[config.mk]
export PLATFORM = sky130hd
export DESIGN_NAME = line_sensor_pid_controller
export DESIGN_NICKNAME = d
export VERILOG_FILES = /design/src/design/lspid_pkg.sv /design/src/design/lspid_seq.sv /design/src/design/lspid_dp.sv /design/src/design/line_sensor_pid_controller.sv
export SDC_FILE = /design/constraint.sdc
export NUM_CORES = 2
export LEC_CHECK = 0
export ABC_AREA = 1
export BUFFER_PORTS_ARGS = -buffer_cell sky130_fd_sc_hd__buf_4
export CORE_MARGIN = 2
export CORE_UTILIZATION = 47
export DETAILED_ROUTE_END_ITERATION = 16
export PLACE_DENSITY = 0.73
export SLEW_MARGIN = 25
export SYNTH_ARGS = -nofsm -noshare
export SYNTH_HDL_FRONTEND = slang
export SYNTH_HIERARCHICAL = 1
export SYNTH_SLANG_ARGS = --single-unit
export TNS_END_PERCENT = 30
[constraint.sdc]
create_clock -name aclk -period 9.5 [get_ports aclk]
set_input_delay 1.9 -clock aclk [delete_from_list [all_inputs] [get_ports aclk]]
set_output_delay 1.9 -clock aclk [all_outputs]
set_load 0.02 [all_outputs]
[src/design/lspid_pkg.sv]
`default_nettype none
// ----------------------------------------------------------------------------
// lspid_pkg: shared types, constants and microcode for the line PID block
// Holds the field widths, the sensor error table, the control word layout
// and the microcode program that runs one control step.
// ----------------------------------------------------------------------------
package lspid_pkg;

    // Field widths
    localparam int SENSOR_W  = 5;
    localparam int TICKS_W   = 16;
    localparam int GAIN_W    = 16;
    localparam int LIMIT_W   = 32;
    localparam int CFG_IDX_W = 3;
    localparam int CFG_DAT_W = 32;

    // Number of sensors that carry a weight
    localparam int SENSOR_COUNT = 5;

    // Internal widths
    localparam int ERR_W    = 12;                 // signed Q.8, -1024..1024
    localparam int DIFF_W   = ERR_W + 1;
    localparam int INTEG_W  = 40;
    localparam int INTEG_HW = INTEG_W / 2;        // integral split for the multiplier
    localparam int IPROD_W  = 29;                 // error * ticks
    localparam int DPROD_W  = 30;                 // (error - last) * ticks
    localparam int MUL_A_W  = 32;
    localparam int MUL_B_W  = 18;
    localparam int PROD_W   = MUL_A_W + MUL_B_W;
    localparam int ACC_W    = 57;
    localparam int FRAC_W   = 8;
    localparam int CORR_W   = ACC_W - FRAC_W;

    // Configuration register indexes
    localparam logic [CFG_IDX_W-1:0] REG_GAIN_P     = 3'd0;
    localparam logic [CFG_IDX_W-1:0] REG_GAIN_I     = 3'd1;
    localparam logic [CFG_IDX_W-1:0] REG_GAIN_D     = 3'd2;
    localparam logic [CFG_IDX_W-1:0] REG_LIMIT_LOW  = 3'd3;
    localparam logic [CFG_IDX_W-1:0] REG_LIMIT_HIGH = 3'd4;

    // Integral saturation bounds
    localparam logic signed [INTEG_W-1:0] INTEG_MAX = {1'b0, {(INTEG_W-1){1'b1}}};
    localparam logic signed [INTEG_W-1:0] INTEG_MIN = {1'b1, {(INTEG_W-1){1'b0}}};

    // Mean weight of the active sensors, weights -4,-2,0,2,4, in Q.8,
    // truncated toward zero; zero when no sensor is active.
    localparam logic signed [ERR_W-1:0] ERR_LUT [2**SENSOR_W] = '{
        12'sd0,    -12'sd1024, -12'sd512,  -12'sd768,
        12'sd0,    -12'sd512,  -12'sd256,  -12'sd512,
        12'sd512,  -12'sd256,  12'sd0,     -12'sd341,
        12'sd256,  -12'sd170,  12'sd0,     -12'sd256,
        -12'sd1024 + 12'sd2047 + 12'sd1,   // 16: sensor 4 alone, +1024
        12'sd0,    12'sd256,   -12'sd170,
        12'sd512,  12'sd0,     12'sd170,   -12'sd128,
        12'sd768,  12'sd170,   12'sd341,   12'sd0,
        12'sd512,  12'sd128,   12'sd256,   12'sd0
    };

    // Only sensors below SENSOR_COUNT are looked at
    function automatic logic [SENSOR_W-1:0] sensor_mask();
        logic [SENSOR_W-1:0] m;
        for (int i = 0; i < SENSOR_W; i++) begin
            m[i] = (i < SENSOR_COUNT);
        end
        return m;
    endfunction

    // Datapath selects
    typedef enum logic [2:0] {
        A_ERR,
        A_DIFF,
        A_ILO,
        A_IHI,
        A_DPROD
    } a_sel_t;

    typedef enum logic [1:0] {
        B_TICKS,
        B_GP,
        B_GI,
        B_GD
    } b_sel_t;

    typedef enum logic [1:0] {
        ACC_HOLD,
        ACC_LOAD,
        ACC_ADD,
        ACC_ADD_HI
    } acc_op_t;

    typedef enum logic [1:0] {
        COND_NONE,
        COND_NO_INPUT,
        COND_OUT_BUSY
    } cond_t;

    // Program steps
    localparam int STEP_W = 4;
    localparam logic [STEP_W-1:0] STEP_WAIT   = 4'd0;
    localparam logic [STEP_W-1:0] STEP_IPROD  = 4'd1;
    localparam logic [STEP_W-1:0] STEP_DPROD  = 4'd2;
    localparam logic [STEP_W-1:0] STEP_PTERM  = 4'd3;
    localparam logic [STEP_W-1:0] STEP_ILO    = 4'd4;
    localparam logic [STEP_W-1:0] STEP_IHI    = 4'd5;
    localparam logic [STEP_W-1:0] STEP_DTERM  = 4'd6;
    localparam logic [STEP_W-1:0] STEP_SUM    = 4'd7;
    localparam logic [STEP_W-1:0] STEP_CLIPLO = 4'd8;
    localparam logic [STEP_W-1:0] STEP_OUT    = 4'd9;
    localparam logic [STEP_W-1:0] STEP_LAST   = STEP_OUT;

    // Control word
    typedef struct packed {
        a_sel_t            a_sel;
        b_sel_t            b_sel;
        acc_op_t           acc_op;
        logic              integ_upd;
        logic              deriv_ld;
        logic              clip_lo;
        logic              take_in;
        logic              out_ld;
        cond_t             cond;
        logic [STEP_W-1:0] target;
    } uop_t;

    // Qualified controls from sequencer to datapath
    typedef struct packed {
        a_sel_t  a_sel;
        b_sel_t  b_sel;
        acc_op_t acc_op;
        logic    integ_upd;
        logic    deriv_ld;
        logic    clip_lo;
        logic    take_in;
        logic    out_ld;
    } ctl_t;

    localparam uop_t UOP_NOP = '{
        a_sel:     A_ERR,
        b_sel:     B_TICKS,
        acc_op:    ACC_HOLD,
        integ_upd: 1'b0,
        deriv_ld:  1'b0,
        clip_lo:   1'b0,
        take_in:   1'b0,
        out_ld:    1'b0,
        cond:      COND_NONE,
        target:    STEP_WAIT
    };

    // Microcode ROM. The multiplier output is registered, so each step
    // consumes the product started one step earlier.
    function automatic uop_t uop_rom(input logic [STEP_W-1:0] addr);
        uop_t u;
        u = UOP_NOP;
        case (addr)
            STEP_WAIT: begin
                u.take_in = 1'b1;
                u.cond    = COND_NO_INPUT;
                u.target  = STEP_WAIT;
            end
            STEP_IPROD: begin
                u.a_sel = A_ERR;
                u.b_sel = B_TICKS;
            end
            STEP_DPROD: begin
                u.a_sel     = A_DIFF;
                u.b_sel     = B_TICKS;
                u.integ_upd = 1'b1;
            end
            STEP_PTERM: begin
                u.a_sel    = A_ERR;
                u.b_sel    = B_GP;
                u.deriv_ld = 1'b1;
            end
            STEP_ILO: begin
                u.a_sel  = A_ILO;
                u.b_sel  = B_GI;
                u.acc_op = ACC_LOAD;
            end
            STEP_IHI: begin
                u.a_sel  = A_IHI;
                u.b_sel  = B_GI;
                u.acc_op = ACC_ADD;
            end
            STEP_DTERM: begin
                u.a_sel  = A_DPROD;
                u.b_sel  = B_GD;
                u.acc_op = ACC_ADD_HI;
            end
            STEP_SUM: begin
                u.acc_op = ACC_ADD;
            end
            STEP_CLIPLO: begin
                u.clip_lo = 1'b1;
            end
            STEP_OUT: begin
                u.out_ld = 1'b1;
                u.cond   = COND_OUT_BUSY;
                u.target = STEP_OUT;
            end
            default: begin
                u = UOP_NOP;
            end
        endcase
        return u;
    endfunction

endpackage
`default_nettype wire

[src/design/lspid_seq.sv]
`default_nettype none
// ----------------------------------------------------------------------------
// lspid_seq: microcode sequencer
// Step counter addressing the program ROM, with wait-in-place jumps on
// missing input and on a full output register.
// ----------------------------------------------------------------------------
module lspid_seq (
    input  wire logic          aclk,
    input  wire logic          aresetn,
    input  wire logic          in_valid,
    input  wire logic          out_busy,
    output logic               in_ready,
    output lspid_pkg::ctl_t    ctl
);
    import lspid_pkg::*;

    logic [STEP_W-1:0] step_reg;
    logic [STEP_W-1:0] step_next;
    uop_t              uop;
    logic              cond_hit;

    assign uop = uop_rom(step_reg);

    always_comb begin
        case (uop.cond)
            COND_NONE:     cond_hit = 1'b0;
            COND_NO_INPUT: cond_hit = !in_valid;
            COND_OUT_BUSY: cond_hit = out_busy;
            default:       cond_hit = 1'b0;
        endcase
    end

    always_comb begin
        if (cond_hit) begin
            step_next = uop.target;
        end else if (step_reg == STEP_LAST) begin
            step_next = STEP_WAIT;
        end else begin
            step_next = step_reg + STEP_W'(1);
        end
    end

    always_ff @(posedge aclk) begin
        if (!aresetn) begin
            step_reg <= STEP_WAIT;
        end else begin
            step_reg <= step_next;
        end
    end

    // Input side is open for the whole of the wait step
    assign in_ready = uop.take_in;

    always_comb begin
        ctl.a_sel     = uop.a_sel;
        ctl.b_sel     = uop.b_sel;
        ctl.acc_op    = uop.acc_op;
        ctl.integ_upd = uop.integ_upd;
        ctl.deriv_ld  = uop.deriv_ld;
        ctl.clip_lo   = uop.clip_lo;
        ctl.take_in   = uop.take_in && in_valid;
        ctl.out_ld    = uop.out_ld && !out_busy;
    end

endmodule
`default_nettype wire

[src/design/lspid_dp.sv]
`default_nettype none
// ----------------------------------------------------------------------------
// lspid_dp: PID datapath
// One shared 32x18 signed multiplier with registered product, the integral
// and previous-error state, a wide accumulator and the clip compares.
// ----------------------------------------------------------------------------
module lspid_dp (
    input  wire logic                                  aclk,
    input  wire logic                                  aresetn,
    input  wire lspid_pkg::ctl_t                       ctl,
    input  wire logic [lspid_pkg::SENSOR_W-1:0]        sensor_bits,
    input  wire logic [lspid_pkg::TICKS_W-1:0]         elapsed_ticks,
    input  wire logic                                  clear_integral,
    input  wire logic signed [lspid_pkg::GAIN_W-1:0]   gain_p,
    input  wire logic signed [lspid_pkg::GAIN_W-1:0]   gain_i,
    input  wire logic signed [lspid_pkg::GAIN_W-1:0]   gain_d,
    input  wire logic signed [lspid_pkg::LIMIT_W-1:0]  limit_low,
    input  wire logic signed [lspid_pkg::LIMIT_W-1:0]  limit_high,
    output logic signed [lspid_pkg::LIMIT_W-1:0]       result,
    output logic                                       result_clip
);
    import lspid_pkg::*;

    // State
    logic signed [ERR_W-1:0]   last_err_reg;
    logic signed [INTEG_W-1:0] integ_reg;
    logic signed [INTEG_W-1:0] integ_next;

    // Working registers
    logic signed [ERR_W-1:0]   err_reg;
    logic [TICKS_W-1:0]        ticks_reg;
    logic signed [DPROD_W-1:0] dprod_reg;
    logic signed [PROD_W-1:0]  prod_reg;
    logic signed [ACC_W-1:0]   acc_reg;
    logic signed [ACC_W-1:0]   acc_next;
    logic signed [CORR_W-1:0]  corr_reg;
    logic                      clip_reg;

    logic signed [MUL_A_W-1:0] mul_a;
    logic signed [MUL_B_W-1:0] mul_b;
    logic signed [DIFF_W-1:0]  diff;
    logic signed [INTEG_W:0]   integ_sum;
    logic signed [ACC_W-1:0]   prod_ext;
    logic signed [CORR_W-1:0]  shifted;
    logic signed [CORR_W-1:0]  lim_lo_ext;
    logic signed [CORR_W-1:0]  lim_hi_ext;
    logic                      over_hi;

    assign diff = {err_reg[ERR_W-1], err_reg} - {last_err_reg[ERR_W-1], last_err_reg};

    always_comb begin
        case (ctl.a_sel)
            A_ERR:   mul_a = {{(MUL_A_W-ERR_W){err_reg[ERR_W-1]}}, err_reg};
            A_DIFF:  mul_a = {{(MUL_A_W-DIFF_W){diff[DIFF_W-1]}}, diff};
            A_ILO:   mul_a = {{(MUL_A_W-INTEG_HW){1'b0}}, integ_reg[INTEG_HW-1:0]};
            A_IHI:   mul_a = {{(MUL_A_W-INTEG_HW){integ_reg[INTEG_W-1]}},
                              integ_reg[INTEG_W-1:INTEG_HW]};
            A_DPROD: mul_a = {{(MUL_A_W-DPROD_W){dprod_reg[DPROD_W-1]}}, dprod_reg};
            default: mul_a = '0;
        endcase
    end

    always_comb begin
        case (ctl.b_sel)
            B_TICKS: mul_b = {{(MUL_B_W-TICKS_W){1'b0}}, ticks_reg};
            B_GP:    mul_b = {{(MUL_B_W-GAIN_W){gain_p[GAIN_W-1]}}, gain_p};
            B_GI:    mul_b = {{(MUL_B_W-GAIN_W){gain_i[GAIN_W-1]}}, gain_i};
            B_GD:    mul_b = {{(MUL_B_W-GAIN_W){gain_d[GAIN_W-1]}}, gain_d};
            default: mul_b = '0;
        endcase
    end

    always_ff @(posedge aclk) begin
        prod_reg <= PROD_W'(mul_a) * PROD_W'(mul_b);
    end

    // Integral: add error * ticks, saturate to 40 bits
    assign integ_sum = {integ_reg[INTEG_W-1], integ_reg}
                     + {{(INTEG_W+1-IPROD_W){prod_reg[IPROD_W-1]}}, prod_reg[IPROD_W-1:0]};

    always_comb begin
        integ_next = integ_reg;
        if (ctl.take_in && clear_integral) begin
            integ_next = '0;
        end else if (ctl.integ_upd) begin
            if (integ_sum[INTEG_W] != integ_sum[INTEG_W-1]) begin
                integ_next = integ_sum[INTEG_W] ? INTEG_MIN : INTEG_MAX;
            end else begin
                integ_next = integ_sum[INTEG_W-1:0];
            end
        end
    end

    always_ff @(posedge aclk) begin
        if (!aresetn) begin
            integ_reg    <= '0;
            last_err_reg <= '0;
        end else begin
            integ_reg <= integ_next;
            if (ctl.deriv_ld) begin
                last_err_reg <= err_reg;
            end
        end
    end

    always_ff @(posedge aclk) begin
        if (ctl.take_in) begin
            err_reg   <= ERR_LUT[sensor_bits & sensor_mask()];
            ticks_reg <= elapsed_ticks;
        end
        if (ctl.deriv_ld) begin
            dprod_reg <= prod_reg[DPROD_W-1:0];
        end
    end

    // Accumulator; the upper integral half lands 20 bits up
    assign prod_ext = {{(ACC_W-PROD_W){prod_reg[PROD_W-1]}}, prod_reg};

    always_comb begin
        case (ctl.acc_op)
            ACC_HOLD:   acc_next = acc_reg;
            ACC_LOAD:   acc_next = prod_ext;
            ACC_ADD:    acc_next = acc_reg + prod_ext;
            ACC_ADD_HI: acc_next = acc_reg + {prod_ext[ACC_W-INTEG_HW-1:0], {INTEG_HW{1'b0}}};
            default:    acc_next = acc_reg;
        endcase
    end

    always_ff @(posedge aclk) begin
        acc_reg <= acc_next;
    end

    // Arithmetic shift gives floor division by 256
    assign shifted    = acc_reg[ACC_W-1:FRAC_W];
    assign lim_lo_ext = {{(CORR_W-LIMIT_W){limit_low[LIMIT_W-1]}}, limit_low};
    assign lim_hi_ext = {{(CORR_W-LIMIT_W){limit_high[LIMIT_W-1]}}, limit_high};

    always_ff @(posedge aclk) begin
        if (ctl.clip_lo) begin
            if (shifted < lim_lo_ext) begin
                corr_reg <= lim_lo_ext;
                clip_reg <= 1'b1;
            end else begin
                corr_reg <= shifted;
                clip_reg <= 1'b0;
            end
        end
    end

    // High bound applied last, so it wins when the bounds cross
    assign over_hi     = corr_reg > lim_hi_ext;
    assign result      = over_hi ? limit_high : corr_reg[LIMIT_W-1:0];
    assign result_clip = clip_reg || over_hi;

endmodule
`default_nettype wire

[src/design/line_sensor_pid_controller.sv]
`default_nettype none
// ----------------------------------------------------------------------------
// line_sensor_pid_controller: PID correction from line-sensor readings
// Input transfer: s_sensor_bits, s_elapsed_ticks, s_clear_integral on
// s_valid/s_ready. Each input transfer yields one result transfer of
// m_correction (signed Q24.8) and m_clipped on m_valid/m_ready.
// Gains and clip limits are written through cfg_valid/cfg_ready with
// cfg_index (0 gain_p, 1 gain_i, 2 gain_d, 3 limit_low, 4 limit_high) and
// cfg_data; cfg_ready is always high. Write them only while idle.
// A microcoded step sequence drives one shared 32x18 multiplier for the
// integral, derivative and four gain products, then two clip compares;
// a new item is taken only once the previous item has run the sequence.
// The result sits in an output register, so the next item is taken and
// processed while a result waits; the sequence holds in its final step if
// the previous result has still not been taken.
// Reset (aresetn, synchronous, active low) clears the gains, limits,
// integral and previous error, and empties the output register.
// ----------------------------------------------------------------------------
module line_sensor_pid_controller (
    input  wire logic                                  aclk,
    input  wire logic                                  aresetn,
    // Configuration
    input  wire logic                                  cfg_valid,
    output logic                                       cfg_ready,
    input  wire logic [lspid_pkg::CFG_IDX_W-1:0]       cfg_index,
    input  wire logic [lspid_pkg::CFG_DAT_W-1:0]       cfg_data,
    // Input channel
    input  wire logic                                  s_valid,
    output logic                                       s_ready,
    input  wire logic [lspid_pkg::SENSOR_W-1:0]        s_sensor_bits,
    input  wire logic [lspid_pkg::TICKS_W-1:0]         s_elapsed_ticks,
    input  wire logic                                  s_clear_integral,
    // Result channel
    output logic                                       m_valid,
    input  wire logic                                  m_ready,
    output logic signed [lspid_pkg::LIMIT_W-1:0]       m_correction,
    output logic                                       m_clipped
);
    import lspid_pkg::*;

    logic signed [GAIN_W-1:0]  gain_p_reg;
    logic signed [GAIN_W-1:0]  gain_i_reg;
    logic signed [GAIN_W-1:0]  gain_d_reg;
    logic signed [LIMIT_W-1:0] limit_low_reg;
    logic signed [LIMIT_W-1:0] limit_high_reg;

    logic                      m_valid_reg;
    logic signed [LIMIT_W-1:0] m_correction_reg;
    logic                      m_clipped_reg;

    ctl_t                      ctl;
    logic                      in_ready;
    logic                      out_busy;
    logic signed [LIMIT_W-1:0] result;
    logic                      result_clip;

    assign cfg_ready = 1'b1;

    always_ff @(posedge aclk) begin
        if (!aresetn) begin
            gain_p_reg     <= '0;
            gain_i_reg     <= '0;
            gain_d_reg     <= '0;
            limit_low_reg  <= '0;
            limit_high_reg <= '0;
        end else if (cfg_valid && cfg_ready) begin
            case (cfg_index)
                REG_GAIN_P:     gain_p_reg     <= cfg_data[GAIN_W-1:0];
                REG_GAIN_I:     gain_i_reg     <= cfg_data[GAIN_W-1:0];
                REG_GAIN_D:     gain_d_reg     <= cfg_data[GAIN_W-1:0];
                REG_LIMIT_LOW:  limit_low_reg  <= cfg_data[LIMIT_W-1:0];
                REG_LIMIT_HIGH: limit_high_reg <= cfg_data[LIMIT_W-1:0];
                default: ;
            endcase
        end
    end

    assign out_busy = m_valid_reg && !m_ready;

    lspid_seq u_seq (
        .aclk     (aclk),
        .aresetn  (aresetn),
        .in_valid (s_valid),
        .out_busy (out_busy),
        .in_ready (in_ready),
        .ctl      (ctl)
    );

    lspid_dp u_dp (
        .aclk           (aclk),
        .aresetn        (aresetn),
        .ctl            (ctl),
        .sensor_bits    (s_sensor_bits),
        .elapsed_ticks  (s_elapsed_ticks),
        .clear_integral (s_clear_integral),
        .gain_p         (gain_p_reg),
        .gain_i         (gain_i_reg),
        .gain_d         (gain_d_reg),
        .limit_low      (limit_low_reg),
        .limit_high     (limit_high_reg),
        .result         (result),
        .result_clip    (result_clip)
    );

    // Ready only in the wait step of the program
    assign s_ready = in_ready;

    always_ff @(posedge aclk) begin
        if (!aresetn) begin
            m_valid_reg <= 1'b0;
        end else if (ctl.out_ld) begin
            m_valid_reg <= 1'b1;
        end else if (m_ready) begin
            m_valid_reg <= 1'b0;
        end
    end

    always_ff @(posedge aclk) begin
        if (ctl.out_ld) begin
            m_correction_reg <= result;
            m_clipped_reg    <= result_clip;
        end
    end

    assign m_valid      = m_valid_reg;
    assign m_correction = m_correction_reg;
    assign m_clipped    = m_clipped_reg;

    // A result is never loaded over one that has not been transferred
    assert property (@(posedge aclk) disable iff (!aresetn)
        ctl.out_ld |-> !(m_valid_reg && !m_ready))
        else $error("result register overwritten");

    // Input and result are never handled in the same step
    assert property (@(posedge aclk) disable iff (!aresetn)
        (s_valid && s_ready) |-> !ctl.out_ld)
        else $error("input taken during result load");

    // After an input transfer the sequencer is busy
    assert property (@(posedge aclk) disable iff (!aresetn)
        (s_valid && s_ready) |=> !s_ready)
        else $error("second input taken back to back");

endmodule
`default_nettype wire
# [Yosys cells after proc, flatten, opt, wreduce, memory -nomap -nowiden]
# Memories as Yosys holds them, arrays and structs flattened. A register that Yosys moved wholly into a read port is not among the register bits.
# Cells that the tools add are included.
[word_totals] regBits=405 rom_bits=384 out_inout_bits=36 elab_cells=95 n_memories=1
[mem_list] memory="(name not given)" words=32 width=12 read_ports=1 rd_clocked_by_memory_dff=1 wr=0 line_no="lspid_dp.sv:108" source="err_reg <= ERR_LUT[sensor_bits & sensor_mask()];"
[op_classes] n_addsub=5 n_mul=1 magnitude_cmp=2 n_eq_ne=25 n_mux=21 bitwise=2 reduce_logical=21
[ops] op="$pmux 57 s3" count=1
[ops] op="$pmux 32 s5" count=1
[ops] op="$mux 40" count=2
[ops] op="$pmux 18 s4" count=1
[ops] op="$add 57x50->57" count=1
[ops] op="$add 57x57->57" count=1
[ops] op="$mul 32x18->50" count=1
[ops] op="$gt 49x32->1" count=1
[ops] op="$lt 49x32->1" count=1
[ops] op="$mux 49" count=1
[ops] op="$add 40x29->41" count=1
[ops] op="$mux 32" count=1
[ops] op="$pmux 5 s5" count=1
[ops] op="$eq 4x3->1 const B" count=4
[ops] op="$sub 12x12->13" count=1
[ops] op="$eq 3x2->1 const B" count=4
[ops] op="$pmux 6 s2" count=1
[ops] op="$eq 2x2->1 const B" count=5
[ops] op="$reduce_and 2->1" count=5
[ops] op="$eq 4x2->1 const B" count=2
[ops] op="$eq 4x4->1 const B" count=2
[ops] op="$mux 1" count=8
[ops] op="$mux 4" count=2
[ops] op="$eq 2x1->1 const B" count=3
[ops] op="other kinds (16)" count=26

# [Longest topological paths before layout]
[logic_depth] depth_word=5 mapped_depth=42 mapped_depth_nobuf=42

# [Modules after synthesis]
# The synthesis kept the hierarchy.
[by_module_without_submodules] mod="lspid_dp" instances=1 cells_per_inst=5807 area_each_um2=42528.3 seq_area_each_um2=6846.6
[by_module_without_submodules] mod="line_sensor_pid_controller" instances=1 cells_per_inst=696 area_each_um2=5564.1 seq_area_each_um2=3253.1
[by_module_without_submodules] mod="lspid_seq" instances=1 cells_per_inst=65 area_each_um2=444.2 seq_area_each_um2=80.1

# [Worst setup path before layout]
# OpenSTA, ideal clock, no wires.
[synth_timing] path_kind="flip-flop to flip-flop" start="reg u_seq.step_reg[1]" end="reg u_dp.prod_reg[49]" setup_ps=113 t_arrival_ps=7109 path_slack_ps=2278 path_stages_with_launch=32 path_buffers=1 synth_period_minus_slack_ps=7222 cell_sequence="dfxtp_1 > inv_1 > ha_1 > inv_1 > a31oi_1 > inv_1 > nor2_1 > buf_4 > a221oi_1 > nand2_1 > o21ai_0 > inv_2 > nand2_1 > fa_1 > inv_1 > fa_1 > inv_1 > fa_1 > inv_1 > fa_1 > fa_1 > inv_1 > fa_1 > inv_1 > ha_1 > nand2_1 > inv_1 > nand3_1 > nor4_1 > nand3b_1 > nand4_1 > nand2_1"
[synth_rtl] item="start: declaration" line_no="lspid_seq.sv:17" source="logic [STEP_W-1:0] step_reg;"
[synth_rtl] item="start signal: assignment" line_no="lspid_seq.sv:47" source="step_reg <= step_next;"
[synth_rtl] item="end signal: assignment" line_no="lspid_dp.sv:74" source="prod_reg <= PROD_W'(mul_a) * PROD_W'(mul_b);"
[synth_rtl] item="end: declaration" line_no="lspid_dp.sv:33" source="logic signed [PROD_W-1:0] prod_reg;"

==> impl_metrics.env <==
export IMPL_status="finished clean"
export IMPL_cts_root_buf="clkbuf_16"
export IMPL_vias=44500
export IMPL_antenna_left=0
export IMPL_mostFrequentLayoutCells="nand2_1, inv_1, nor2_1, fa_1, nand3_1"
export IMPL_clk_pin_slew_ns=0.06
export IMPL_slowest_delay_ns=0.80
export IMPL_post_cts_resized_instances=0
export IMPL_crit_slowest_cell="o21ai_0"
export IMPL_setup_viol=0
export IMPL_worstSetupPathType="flop to flop"
export IMPL_cts_tree="yes"
export IMPL_final_hold_viol_count=0
export IMPL_finalClockSkew_ns=0.0578
export IMPL_arrival_ns=9.49
export IMPL_wl_met3_mm=18.3
export IMPL_first_pass_iters=6
export IMPL_drt_vias_per_instance=5.54
export IMPL_drcViolationCount=0
export IMPL_fmax_mhz=111
export IMPL_die_w_um=325
export IMPL_largest_reg_flops=57
export IMPL_grt_pass1_vias=43700
export IMPL_pre_cts_ws_ns=0.856
export IMPL_max_clock_path_buffers=3
export IMPL_numCtsBuffers=49
export IMPL_synth_area_um2=48500
export IMPL_layout_setup_ws_ns=0.503
export IMPL_dp_hpwl_mm=136
export IMPL_wl_met2_mm=70.6
export IMPL_worstPathMaxFanout=24
export IMPL_synth_largest_area_cell="fa_1"
export IMPL_die_area_um2=106000
export IMPL_drt_iter0_drc=5000
export IMPL_grt_pass1_wl_mm=256
export IMPL_seqCellArea_um2=10200
export IMPL_layout_nets=7594
export IMPL_fin_crit_ns=9.00
export IMPL_hold_slack_ns=0.473
export IMPL_rsz0062_at_grt="false"
export IMPL_synth_cells=6568
export IMPL_tightestPinTransition_ns=1.10
export IMPL_highest_layer="met5"
export IMPL_final_common_cell="nand2_1"
export IMPL_synthesis_nets=7537
export IMPL_slew_violations=0
export IMPL_drt_total_wl_mm=167
export IMPL_dp_cells=7942
export IMPL_hold_buffers=0
export IMPL_ys_types=60
export IMPL_slew_limit_headroom_pct=26.1
export IMPL_final_setup_tns_ns=0
export IMPL_syn_to_final_growth_pct=8.17
export IMPL_synth_edf_count=195
export IMPL_cts_sinks=411
export IMPL_seq_area_frac_synth_pct=21.0
export IMPL_synthFlopType="dfxtp_1"
export IMPL_crit_path_start_kind="flop"
export IMPL_min_path_type="flop to flop"
export IMPL_nFillCells=9930
export IMPL_gp_congestion=1.04
export IMPL_yosysWarnings=6
export IMPL_postCtsSetupBuffers=0
export IMPL_drive_above_1_share_pct=5.70
export IMPL_antenna_found_initial=8
export IMPL_wl_per_cell_um=20.8
export IMPL_htree_num_levels=2
export IMPL_core_um2=102000
export IMPL_io_pins=98
export IMPL_crit_buf_inv=8
export IMPL_met1_length_mm=68.9
export IMPL_async_reset_ff_share_pct=0
export IMPL_ys_seq_elements=411
export IMPL_avgSynthCellArea_um2=7.39
export IMPL_fin_crit_sh_pct=94.7
export IMPL_portBuffers=96
export IMPL_required_ns=10.00
export IMPL_cp_end_kind="flop"
export IMPL_final_cells=8033
export IMPL_initial_core_util_pct=47.6
export IMPL_fp_dieH_um=325
export IMPL_clock_latency_ns=0.66
export IMPL_grt_use_total_pct=31.4
export IMPL_grt_ovfl_total=0
export IMPL_critPathTopFamily="adder cells"
export IMPL_yosysTopAreaCellShare_pct=22.1
export IMPL_grt_max_degree=81
export IMPL_rows=117
export IMPL_maxCapViolations=0
export IMPL_synth_area_leaders="fa_1, edfxtp_1, nand2_1"
export IMPL_multiInputGateArea_um2=33000
[metrics by stage]
| step | util, % | instance area [µm²] |
|---|---|---|
| floorplan | - | 48500 |
| global placement | 49.9 | 50900 |
| detailed placement | 49.9 | 50900 |
| CTS | 51.5 | 52500 |
| global route | 51.5 | 52500 |
| finish | 51.5 | 52500 |
[Yosys cell counts, types with 20 or more instances]
| master | count |
|---|---|
| ha_1 | 372 |
| nand3_1 | 409 |
| clkbuf_1 | 71 |
| nor2_1 | 771 |
| nor3_1 | 39 |
| a21o_1 | 23 |
| fa_1 | 535 |
| a221oi_1 | 26 |
| edfxtp_1 | 195 |
| dfxtp_1 | 216 |
| xor2_1 | 51 |
| xnor2_1 | 30 |
| inv_1 | 1166 |
| nand4_1 | 35 |
| or2_2 | 20 |
| a21boi_0 | 24 |
| a21oi_1 | 408 |
| o21bai_1 | 33 |
| nand2_1 | 1545 |
| buf_2 | 89 |
| o21ai_0 | 271 |
[worst paths after layout]
check,from,endpoint,slack (ns),depth (start not counted)
max,u_seq/step_reg[1],u_dp/prod_reg[21],0.50,28
min,u_dp/last_err_reg[11],u_dp/last_err_reg[11],0.47,2
max reg2reg,u_seq/step_reg[1],u_dp/prod_reg[21],0.50,28
min reg2reg,u_dp/last_err_reg[11],u_dp/last_err_reg[11],0.47,2
[final cells by class]
type,instances,area share [%]
multi-input cells,4779,62.9
flip-flops and latches,411,19.4
inverters,1188,8.50
well taps,1368,3.26
repair buffers,196,2.87
clock buffers,58,2.42
clock inverters,32,0.608
diodes,1,0.00477
[routing by layer]
| metal | vias up | track usage (%) |
|---|---|---|
| li1 | 20800 | - |
| met1 | 21100 | 43.5 |
| met2 | 2190 | 47.5 |
| met3 | 406 | 6.37 |
| met4 | 2 | 14.0 |
| met5 | - | 0 |
[cell families after synthesis]
group	after synthesis	synth area share, %
other cells	1	0.00773
flops	411	21.0
compound gates	888	10.3
xor+xnor	81	1.46
simple gates	2902	24.5
fa+ha+maj	907	31.7
buf+inv	1378	11.1
[worst register-to-register path: cells and delay by family, from the launching register on]
kind	cells	cell delay, ns
flip-flops	1	0.40
AND/OR/NAND/NOR	3	0.35
buffers and inverters	8	1.51
AO/OA/AOI/OAI	8	3.14
adder cells (fa/ha/maj)	8	3.35
XOR/XNOR	1	0.14
Power is not shown: default switching activity piles up to over one toggle a cycle in this logic, so the estimate is an artifact.
